[src/rtl/core/hsvrgb_pkg.sv]
// hsvrgb_pkg: word types, constants and codes for the HSV to RGB LED drive block.
// No dependencies; imported by every module in rtl/core.
package hsvrgb_pkg;

	localparam logic [7:0] FULL_SCALE = 8'd254;

	// sector boundaries on the hue circle
	localparam logic [7:0] HUE_SECT1 = 8'd43;
	localparam logic [7:0] HUE_SECT2 = 8'd85;
	localparam logic [7:0] HUE_SECT3 = 8'd128;
	localparam logic [7:0] HUE_SECT4 = 8'd170;
	localparam logic [7:0] HUE_SECT5 = 8'd212;

	// ramp origins: coef = hue - base or base - hue
	localparam logic [7:0] RAMP_BASE1 = 8'd84;
	localparam logic [7:0] RAMP_BASE2 = 8'd84;
	localparam logic [7:0] RAMP_BASE3 = 8'd169;
	localparam logic [7:0] RAMP_BASE4 = 8'd169;
	localparam logic [7:0] RAMP_BASE5 = 8'd254;

	// exact reciprocals: x/254 for x < 2^16, x/42 and x/43 for x < 11000, x/254 for x < 2^24
	localparam logic [16:0] LO_RECIP    = 17'd66053;
	localparam int          LO_SHIFT    = 24;
	localparam logic [13:0] RAMP_RECIP42 = 14'd12484;
	localparam logic [13:0] RAMP_RECIP43 = 14'd12193;
	localparam int          RAMP_SHIFT  = 19;
	localparam logic [24:0] SCALE_RECIP = 25'd16909321;
	localparam int          SCALE_SHIFT = 32;

	localparam logic [15:0] DRIVE_LIMIT     = 16'hFFFF;
	localparam logic [15:0] MAX_DRIVE_RESET = 16'd1000;

	// register map
	localparam int          PADDR_W       = 2;
	localparam logic [1:0]  REG_MAX_DRIVE = 2'd0;

	typedef enum logic [1:0] {
		SRC_LEVEL,
		SRC_LOW,
		SRC_RAMP
	} src_t;

	typedef struct packed {
		logic [7:0] hue;
		logic [7:0] saturation;
		logic [7:0] level;
		logic       lamp_on;
	} hsv_word_t;

	typedef struct packed {
		logic [15:0] red_drive;
		logic [15:0] green_drive;
		logic [15:0] blue_drive;
	} rgb_word_t;

	// channel levels between chroma and scale stages
	typedef struct packed {
		logic       off;
		logic [7:0] red;
		logic [7:0] green;
		logic [7:0] blue;
	} chan_word_t;

endpackage

[src/rtl/core/hsv_to_rgb_led_drive.sv]
// hsv_to_rgb_led_drive: top level, HSV word in, three PWM compare values out.
// Depends on hsvrgb_pkg, hsvrgb_regs, hsvrgb_chroma, hsvrgb_scale.
//
//  channel   signals                                   word
//  hsv       hsv_valid / hsv_ready / hsv               hue, saturation, level, lamp_on
//  rgb       rgb_valid / rgb_ready / rgb               red/green/blue_drive
//  apb       psel penable pwrite paddr pwdata prdata   max_drive at 0x0
//
// Six register stages, one word per cycle when rgb_ready does not stall; rgb_valid is the stage 6 valid bit.
// Stages 1-4 form the channel levels (8x8 and 16x17 for the minimum, 6x8 and 14x14 for the ramp),
// stages 5-6 scale by max_drive (three 8x16 then three 24x25 multipliers).
// Each stage holds its own valid bit; a stalled rgb side only backs up full stages.
// Reset clears valid bits and sets max_drive to 1000; no clearing pass.
module hsv_to_rgb_led_drive (
	input  logic                               clk,
	input  logic                               arst_n,
	input  logic                               hsv_valid,
	output logic                               hsv_ready,
	input  hsvrgb_pkg::hsv_word_t              hsv,
	output logic                               rgb_valid,
	input  logic                               rgb_ready,
	output hsvrgb_pkg::rgb_word_t              rgb,
	input  logic                               psel,
	input  logic                               penable,
	input  logic                               pwrite,
	input  logic [hsvrgb_pkg::PADDR_W-1:0]     paddr,
	input  logic [31:0]                        pwdata,
	output logic [31:0]                        prdata,
	output logic                               pready
);
	import hsvrgb_pkg::*;

	logic [15:0] max_drive;
	logic        mid_valid;
	logic        mid_ready;
	chan_word_t  mid;

	hsvrgb_regs u_regs (
		.clk       (clk),
		.arst_n    (arst_n),
		.psel      (psel),
		.penable   (penable),
		.pwrite    (pwrite),
		.paddr     (paddr),
		.pwdata    (pwdata),
		.prdata    (prdata),
		.pready    (pready),
		.max_drive (max_drive)
	);

	hsvrgb_chroma u_chroma (
		.clk       (clk),
		.arst_n    (arst_n),
		.in_valid  (hsv_valid),
		.in_ready  (hsv_ready),
		.in_word   (hsv),
		.out_valid (mid_valid),
		.out_ready (mid_ready),
		.out_word  (mid)
	);

	hsvrgb_scale u_scale (
		.clk       (clk),
		.arst_n    (arst_n),
		.max_drive (max_drive),
		.in_valid  (mid_valid),
		.in_ready  (mid_ready),
		.in_word   (mid),
		.out_valid (rgb_valid),
		.out_ready (rgb_ready),
		.out_word  (rgb)
	);

`ifndef SYNTH
	a_cfg_write: assert property (@(posedge clk) disable iff (!arst_n)
		(psel && penable && pwrite && pready && paddr == REG_MAX_DRIVE)
		|=> (max_drive == $past(pwdata[15:0])))
		else $error("max_drive did not take the written value");

	a_scale_ready: assert property (@(posedge clk) disable iff (!arst_n)
		!rgb_valid |-> mid_ready)
		else $error("scale stage blocked with an empty output stage");

	a_in_ready: assert property (@(posedge clk) disable iff (!arst_n)
		(!rgb_valid && !mid_valid) |-> hsv_ready)
		else $error("input blocked with empty downstream stages");
`endif

endmodule

[src/rtl/core/hsvrgb_regs.sv]
// hsvrgb_regs: APB-style configuration register (max_drive).
// Depends on hsvrgb_pkg.
module hsvrgb_regs (
	input  logic                               clk,
	input  logic                               arst_n,
	input  logic                               psel,
	input  logic                               penable,
	input  logic                               pwrite,
	input  logic [hsvrgb_pkg::PADDR_W-1:0]     paddr,
	input  logic [31:0]                        pwdata,
	output logic [31:0]                        prdata,
	output logic                               pready,
	output logic [15:0]                        max_drive
);
	import hsvrgb_pkg::*;

	logic [15:0] max_drive_q;
	logic        wr_en;

	assign pready = 1'b1;
	assign wr_en  = psel && penable && pwrite && pready && (paddr == REG_MAX_DRIVE);

	always_ff @(posedge clk or negedge arst_n) begin
		if (!arst_n) begin
			max_drive_q <= MAX_DRIVE_RESET;
		end else if (wr_en) begin
			max_drive_q <= pwdata[15:0];
		end
	end

	assign prdata    = (paddr == REG_MAX_DRIVE) ? {16'd0, max_drive_q} : 32'd0;
	assign max_drive = max_drive_q;

endmodule

[src/rtl/core/hsvrgb_chroma.sv]
// hsvrgb_chroma: four-stage pipeline from hue/saturation/level to 8-bit channel levels.
// Depends on hsvrgb_pkg.
module hsvrgb_chroma (
	input  logic                    clk,
	input  logic                    arst_n,
	input  logic                    in_valid,
	output logic                    in_ready,
	input  hsvrgb_pkg::hsv_word_t   in_word,
	output logic                    out_valid,
	input  logic                    out_ready,
	output hsvrgb_pkg::chan_word_t  out_word
);
	import hsvrgb_pkg::*;

	function automatic logic [7:0] pick(input src_t s, input logic [7:0] lvl,
		input logic [7:0] lo, input logic [7:0] ramp);
		logic [7:0] v;
		unique case (s)
			SRC_LEVEL: v = lvl;
			SRC_LOW:   v = lo;
			SRC_RAMP:  v = ramp;
			default:   v = lo;
		endcase
		return v;
	endfunction

	logic v_s1, v_s2, v_s3, v_s4;
	logic en1, en2, en3, en4;

	// stage 1
	logic [7:0]  hue_c, sat_c;
	logic [7:0]  hue_s1, lvl_s1;
	logic        off_s1;
	logic [15:0] lo_prod_s1;

	// stage 2
	logic [32:0] lo_mult;
	logic [7:0]  hue_s2, lvl_s2, lo_s2;
	logic        off_s2;

	// stage 3
	logic [7:0]  delta;
	logic [7:0]  coef_w;
	logic        div43;
	src_t        sr, sg, sb;
	logic [13:0] ramp_prod_s3;
	logic        div43_s3, off_s3;
	logic [7:0]  lvl_s3, lo_s3;
	src_t        sr_s3, sg_s3, sb_s3;

	// stage 4
	logic [27:0] ramp_mult;
	logic [7:0]  ramp;
	chan_word_t  chan_s4;

	assign en4      = !v_s4 || out_ready;
	assign en3      = !v_s3 || en4;
	assign en2      = !v_s2 || en3;
	assign en1      = !v_s1 || en2;
	assign in_ready = en1;

	always_ff @(posedge clk or negedge arst_n) begin
		if (!arst_n) begin
			v_s1 <= 1'b0;
			v_s2 <= 1'b0;
			v_s3 <= 1'b0;
			v_s4 <= 1'b0;
		end else begin
			if (en1) v_s1 <= in_valid;
			if (en2) v_s2 <= v_s1;
			if (en3) v_s3 <= v_s2;
			if (en4) v_s4 <= v_s3;
		end
	end

	assign hue_c = (in_word.hue > FULL_SCALE) ? FULL_SCALE : in_word.hue;
	assign sat_c = (in_word.saturation > FULL_SCALE) ? FULL_SCALE : in_word.saturation;

	always_ff @(posedge clk) begin
		if (en1) begin
			hue_s1     <= hue_c;
			lvl_s1     <= in_word.level;
			off_s1     <= !in_word.lamp_on || (in_word.level == 8'd0);
			lo_prod_s1 <= {8'd0, in_word.level} * {8'd0, FULL_SCALE - sat_c};
		end
	end

	assign lo_mult = {17'd0, lo_prod_s1} * {16'd0, LO_RECIP};

	always_ff @(posedge clk) begin
		if (en2) begin
			hue_s2 <= hue_s1;
			lvl_s2 <= lvl_s1;
			off_s2 <= off_s1;
			lo_s2  <= lo_mult[LO_SHIFT+7:LO_SHIFT];
		end
	end

	assign delta = lvl_s2 - lo_s2;

	always_comb begin
		priority if (hue_s2 < HUE_SECT1) begin
			coef_w = hue_s2;
			div43  = 1'b0;
			sr = SRC_LEVEL; sg = SRC_RAMP;  sb = SRC_LOW;
		end else if (hue_s2 < HUE_SECT2) begin
			coef_w = RAMP_BASE1 - hue_s2;
			div43  = 1'b0;
			sr = SRC_RAMP;  sg = SRC_LEVEL; sb = SRC_LOW;
		end else if (hue_s2 < HUE_SECT3) begin
			coef_w = hue_s2 - RAMP_BASE2;
			div43  = 1'b1;
			sr = SRC_LOW;   sg = SRC_LEVEL; sb = SRC_RAMP;
		end else if (hue_s2 < HUE_SECT4) begin
			coef_w = RAMP_BASE3 - hue_s2;
			div43  = 1'b0;
			sr = SRC_LOW;   sg = SRC_RAMP;  sb = SRC_LEVEL;
		end else if (hue_s2 < HUE_SECT5) begin
			coef_w = hue_s2 - RAMP_BASE4;
			div43  = 1'b0;
			sr = SRC_RAMP;  sg = SRC_LOW;   sb = SRC_LEVEL;
		end else begin
			coef_w = RAMP_BASE5 - hue_s2;
			div43  = 1'b0;
			sr = SRC_LEVEL; sg = SRC_LOW;   sb = SRC_RAMP;
		end
	end

	always_ff @(posedge clk) begin
		if (en3) begin
			ramp_prod_s3 <= {8'd0, coef_w[5:0]} * {6'd0, delta};
			div43_s3     <= div43;
			off_s3       <= off_s2;
			lvl_s3       <= lvl_s2;
			lo_s3        <= lo_s2;
			sr_s3        <= sr;
			sg_s3        <= sg;
			sb_s3        <= sb;
		end
	end

	assign ramp_mult = {14'd0, ramp_prod_s3} *
		{14'd0, (div43_s3 ? RAMP_RECIP43 : RAMP_RECIP42)};
	assign ramp = ramp_mult[RAMP_SHIFT+7:RAMP_SHIFT] + lo_s3;

	always_ff @(posedge clk) begin
		if (en4) begin
			chan_s4.off   <= off_s3;
			chan_s4.red   <= pick(sr_s3, lvl_s3, lo_s3, ramp);
			chan_s4.green <= pick(sg_s3, lvl_s3, lo_s3, ramp);
			chan_s4.blue  <= pick(sb_s3, lvl_s3, lo_s3, ramp);
		end
	end

	assign out_valid = v_s4;
	assign out_word  = chan_s4;

endmodule

[src/rtl/core/hsvrgb_scale.sv]
// hsvrgb_scale: two-stage scaling of channel levels by max_drive/254 with 16-bit saturation.
// Depends on hsvrgb_pkg.
module hsvrgb_scale (
	input  logic                    clk,
	input  logic                    arst_n,
	input  logic [15:0]             max_drive,
	input  logic                    in_valid,
	output logic                    in_ready,
	input  hsvrgb_pkg::chan_word_t  in_word,
	output logic                    out_valid,
	input  logic                    out_ready,
	output hsvrgb_pkg::rgb_word_t   out_word
);
	import hsvrgb_pkg::*;

	function automatic logic [15:0] div_sat(input logic [23:0] y);
		logic [48:0] m;
		logic [16:0] q;
		m = {25'd0, y} * {24'd0, SCALE_RECIP};
		q = m[SCALE_SHIFT+16:SCALE_SHIFT];
		return q[16] ? DRIVE_LIMIT : q[15:0];
	endfunction

	logic        v_s5, v_s6;
	logic        en5, en6;
	logic        off_s5;
	logic [23:0] r_s5, g_s5, b_s5;
	rgb_word_t   rgb_s6;

	assign en6      = !v_s6 || out_ready;
	assign en5      = !v_s5 || en6;
	assign in_ready = en5;

	always_ff @(posedge clk or negedge arst_n) begin
		if (!arst_n) begin
			v_s5 <= 1'b0;
			v_s6 <= 1'b0;
		end else begin
			if (en5) v_s5 <= in_valid;
			if (en6) v_s6 <= v_s5;
		end
	end

	always_ff @(posedge clk) begin
		if (en5) begin
			off_s5 <= in_word.off;
			r_s5   <= {16'd0, in_word.red} * {8'd0, max_drive};
			g_s5   <= {16'd0, in_word.green} * {8'd0, max_drive};
			b_s5   <= {16'd0, in_word.blue} * {8'd0, max_drive};
		end
	end

	always_ff @(posedge clk) begin
		if (en6) begin
			rgb_s6.red_drive   <= off_s5 ? 16'd0 : div_sat(r_s5);
			rgb_s6.green_drive <= off_s5 ? 16'd0 : div_sat(g_s5);
			rgb_s6.blue_drive  <= off_s5 ? 16'd0 : div_sat(b_s5);
		end
	end

	assign out_valid = v_s6;
	assign out_word  = rgb_s6;

endmodule
[config.mk]
export PLATFORM = sky130hd
export DESIGN_NAME = hsv_to_rgb_led_drive
export DESIGN_NICKNAME = d
export VERILOG_FILES = /design/src/rtl/core/hsvrgb_pkg.sv /design/src/rtl/core/hsv_to_rgb_led_drive.sv /design/src/rtl/core/hsvrgb_regs.sv /design/src/rtl/core/hsvrgb_chroma.sv /design/src/rtl/core/hsvrgb_scale.sv
export SDC_FILE = /design/constraint.sdc
export NUM_CORES = 2
export LEC_CHECK = 0
export ABC_CLOCK_PERIOD_IN_PS = 23300
export CAP_MARGIN = 30
export CORE_MARGIN = 4
export CORE_UTILIZATION = 40
export DETAILED_ROUTE_END_ITERATION = 10
export DONT_BUFFER_PORTS = 1
export PLACE_DENSITY = 0.54
export SYNTH_ARGS = -nofsm -noshare
export SYNTH_HDL_FRONTEND = slang
export SYNTH_SLANG_ARGS = --single-unit
[constraint.sdc]
create_clock -name clk -period 23.3 [get_ports clk]
set_input_delay 4.66 -clock clk [delete_from_list [all_inputs] [get_ports clk]]
set_output_delay 4.66 -clock clk [all_outputs]
set_load 0.01 [all_outputs]
==> summary.md <==
| Metric | Value |
|---|---|
| Nets@finish | `5,542` |
| CP required | `18,640 ps` |
| Setup CP Type | `in -> out` |
| Status | `completed` |
| Diode count | `0` |
| Worst-path clk slew | `60 ps` |
| Unrepaired setup endpoints after global routing | `no` |
| Fillers | `10,063` |
| WP data arrival | `6080 ps` |
| Register area share after synthesis | `18.8%` |
| Crit share post-route | `46.1%` |
| Skew final | `24.5 ps` |
| CP max stage cell | `nor2b_1` |
| Worst-Margin Slew | `990 ps` |
| Total grt overflow | `0` |
| First-pass GRT wire length | `150,000 um` |
| Max Used Layer | `met4` |
| Mapped Cells | `4,133` |
| CP max stage delay | `410 ps` |
| Worst path most repeated cell | `buf_4` |
| Crit. End Element | `output port` |
| Via density | `4.99` |
| Drt wl/cell | `16.3 um` |
| Die Footprint | `0.109 mm2` |
| Worst-Skew Late Latency | `580 ps` |
| Max Cap Viol | `0` |
| Drt drc | `0` |
| Leading area contributor after synthesis | `ha_1` |
| HP Start | `u_chroma.lvl_s1[5]` |
| Hold WS | `418 ps` |
| Sequential cell area | `0.00783 mm2` |
| Main synth FF type | `edfxtp_1` |
| Largest net degree at the start of global routing | `62` |
| RR Startpoint | `u_chroma.div43_s3` |
| Met3 routed WL | `3900 um` |
| Postcts setup bufs | `0` |
| Initial DRT Pass Iterations | `5` |
| CTS tree | `done` |
| Detail Route Antenna Nets | `0` |
| Core area | `0.103 mm2` |
| Area Growth Syn to Fin | `6.96%` |
| Metal-1 WL | `43,000 um` |
| CTS max path bufs | `3` |
| Most frequent cell after synthesis | `ha_1` |
| Synth Area per Inst | `10.1 um2` |
| Yosys top cell area share | `25.9%` |
| DP Wirelength | `74,400 um` |
| CTS HTree Levels | `2` |
| Hold Buf Count CTS | `0` |
| Synth top cells by count | `ha_1 (861), inv_1 (793), fa_1 (506), nand2_1 (380), edfxtp_1 (242)` |
| Multi-input gate area | `0.0304 mm2` |
| Crit. Startpoint | `rgb_ready` |
| Initial Utilization | `40.3%` |
| Setup TNS | `0 ps` |
| Sink Count | `264` |
| YS warnings | `0` |
| Share of post-route cells with drive strength above 1 | `3.24%` |
| CP max FO | `35` |
| Die X | `331 um` |
| Synth top area cells | `ha_1 (26%), fa_1 (24%), edfxtp_1 (17%)` |
| Placer Congestion | `0.839` |
| Fin. max-slew vios | `0` |
| Fmax | `93.1 MHz` |
| Io pins | `149` |
| # rows | `118` |
| Drt total wl | `89,700 um` |
| Fin crit period | `10,740 ps` |
| Crit-path cells | `nor2b_1 -> nand3_1 -> buf_4 -> nor2_1 -> nand3_2 -> buf_4` |
| Clk root buf | `clkbuf_16` |
| Total number of vias | `27,529` |
| Initial drt markers | `1,218` |
| Slew HR | `33.3%` |
| Synthesized flop and latch total | `264` |
| Setup violators final | `0` |
| CP Launch Type | `input pin` |
| Final hold violation count | `0` |
| Async SR Flop Fraction | `8.33%` |
| Detailed-routed wire length on met2 | `41,500 um` |
| Cts bufs inserted | `36` |
| Netlist cell types | `74` |
| Number of synthesized flops with an enable pin | `242` |
| GR Util All Layers | `17.1%` |
| Mapped cell area | `0.0416 mm2` |
| Vias in the first global route | `28,441` |
| PortBufs | `0` |
| # resized after CTS | `0` |
| Die H | `331 um` |
| Worst min path class | `reg -> reg` |
| Final Util | `43.1%` |
| Initial antenna violation count | `1` |
## cells by family after synthesis
logic type	Yosys count	synth area share, %
mux	39	0.992
buf+inv	899	8.28
simple gates	933	11.1
other cells	2	0.0180
fa+ha+maj	1367	50.2
compound gates	478	7.41
xor+xnor	151	3.18
flops	264	18.8
## worst max-delay path, delay by kind of cell
family,cells,cell delay [ps]
buffers and inverters,2,530
and+or+nand+nor,4,860
## placed cells by master (no fill, tap or decap), types with 46 or more instances in the layout
master / Yosys / layout
a21o_1: 66 / 66
a21oi_1: 130 / 130
and2_1: 238 / 238
edfxtp_1: 242 / 242
fa_1: 506 / 506
ha_1: 861 / 861
inv_1: 793 / 792
nand2_1: 380 / 379
nor2_1: 87 / 87
nor2b_1: 46 / 46
o21ai_0: 116 / 116
xnor2_1: 97 / 97
xor2_1: 54 / 54
## final cells by class
cell class	instances	share of cell area [%]
Clock buffer	39	2.05
Clock inverter	26	0.854
Inverter	793	6.69
Multi-Input combinational cell	2990	68.4
Sequential cell	264	17.6
Tap cell	1380	3.88
Timing Repair Buffer	24	0.585
## sequential cells by signal, indices dropped and copies added, names as in the netlist, 2 cells and up
name,flops
u_chroma.hue_s1,8
u_chroma.hue_s2,8
u_chroma.lo_prod_s1,16
u_chroma.lo_s2,8
u_chroma.lo_s3,8
u_chroma.lvl_s1,8
u_chroma.lvl_s2,8
u_chroma.lvl_s3,8
u_chroma.out_word,25
u_chroma.ramp_prod_s3,14
u_chroma.sb_s3,2
u_chroma.sg_s3,2
u_chroma.sr_s3,2
u_regs.max_drive,16
u_scale.b_s5,24
u_scale.g_s5,24
u_scale.out_word,48
u_scale.r_s5,24
## path summary, 6_finish.rpt
kind	endpoint	slack (ps)	depth (start not counted)
min	u_chroma.lvl_s2[5]	420	0
max	hsv_ready	12560	6
min in group asynchronous	u_regs.max_drive[14]	3770	0
max in group asynchronous	u_regs.max_drive[7]	19340	0
min reg2reg	u_chroma.lvl_s2[5]	420	0
max reg2reg	u_chroma.out_word[15]	14740	30
## routing by layer
metal	track usage, %	vias to the layer above
met3	2.44	77
met2	28.4	419
met5	0	-
li1	-	13480
met1	24.1	13553
met4	2.74	0
## per-stage QoR
step,cell area [um2],setup WS (ps),cells
2_1_floorplan,41700,11850,4153
3_3_place_gp,43100,12550,5447
3_5_place_dp,43200,12520,5451
4_1_cts,44500,12520,5516
5_1_grt,44500,12370,5516
6_report,44500,12560,5516
Power is not shown: default switching activity piles up to over one toggle a cycle in this logic, so the estimate is an artifact.
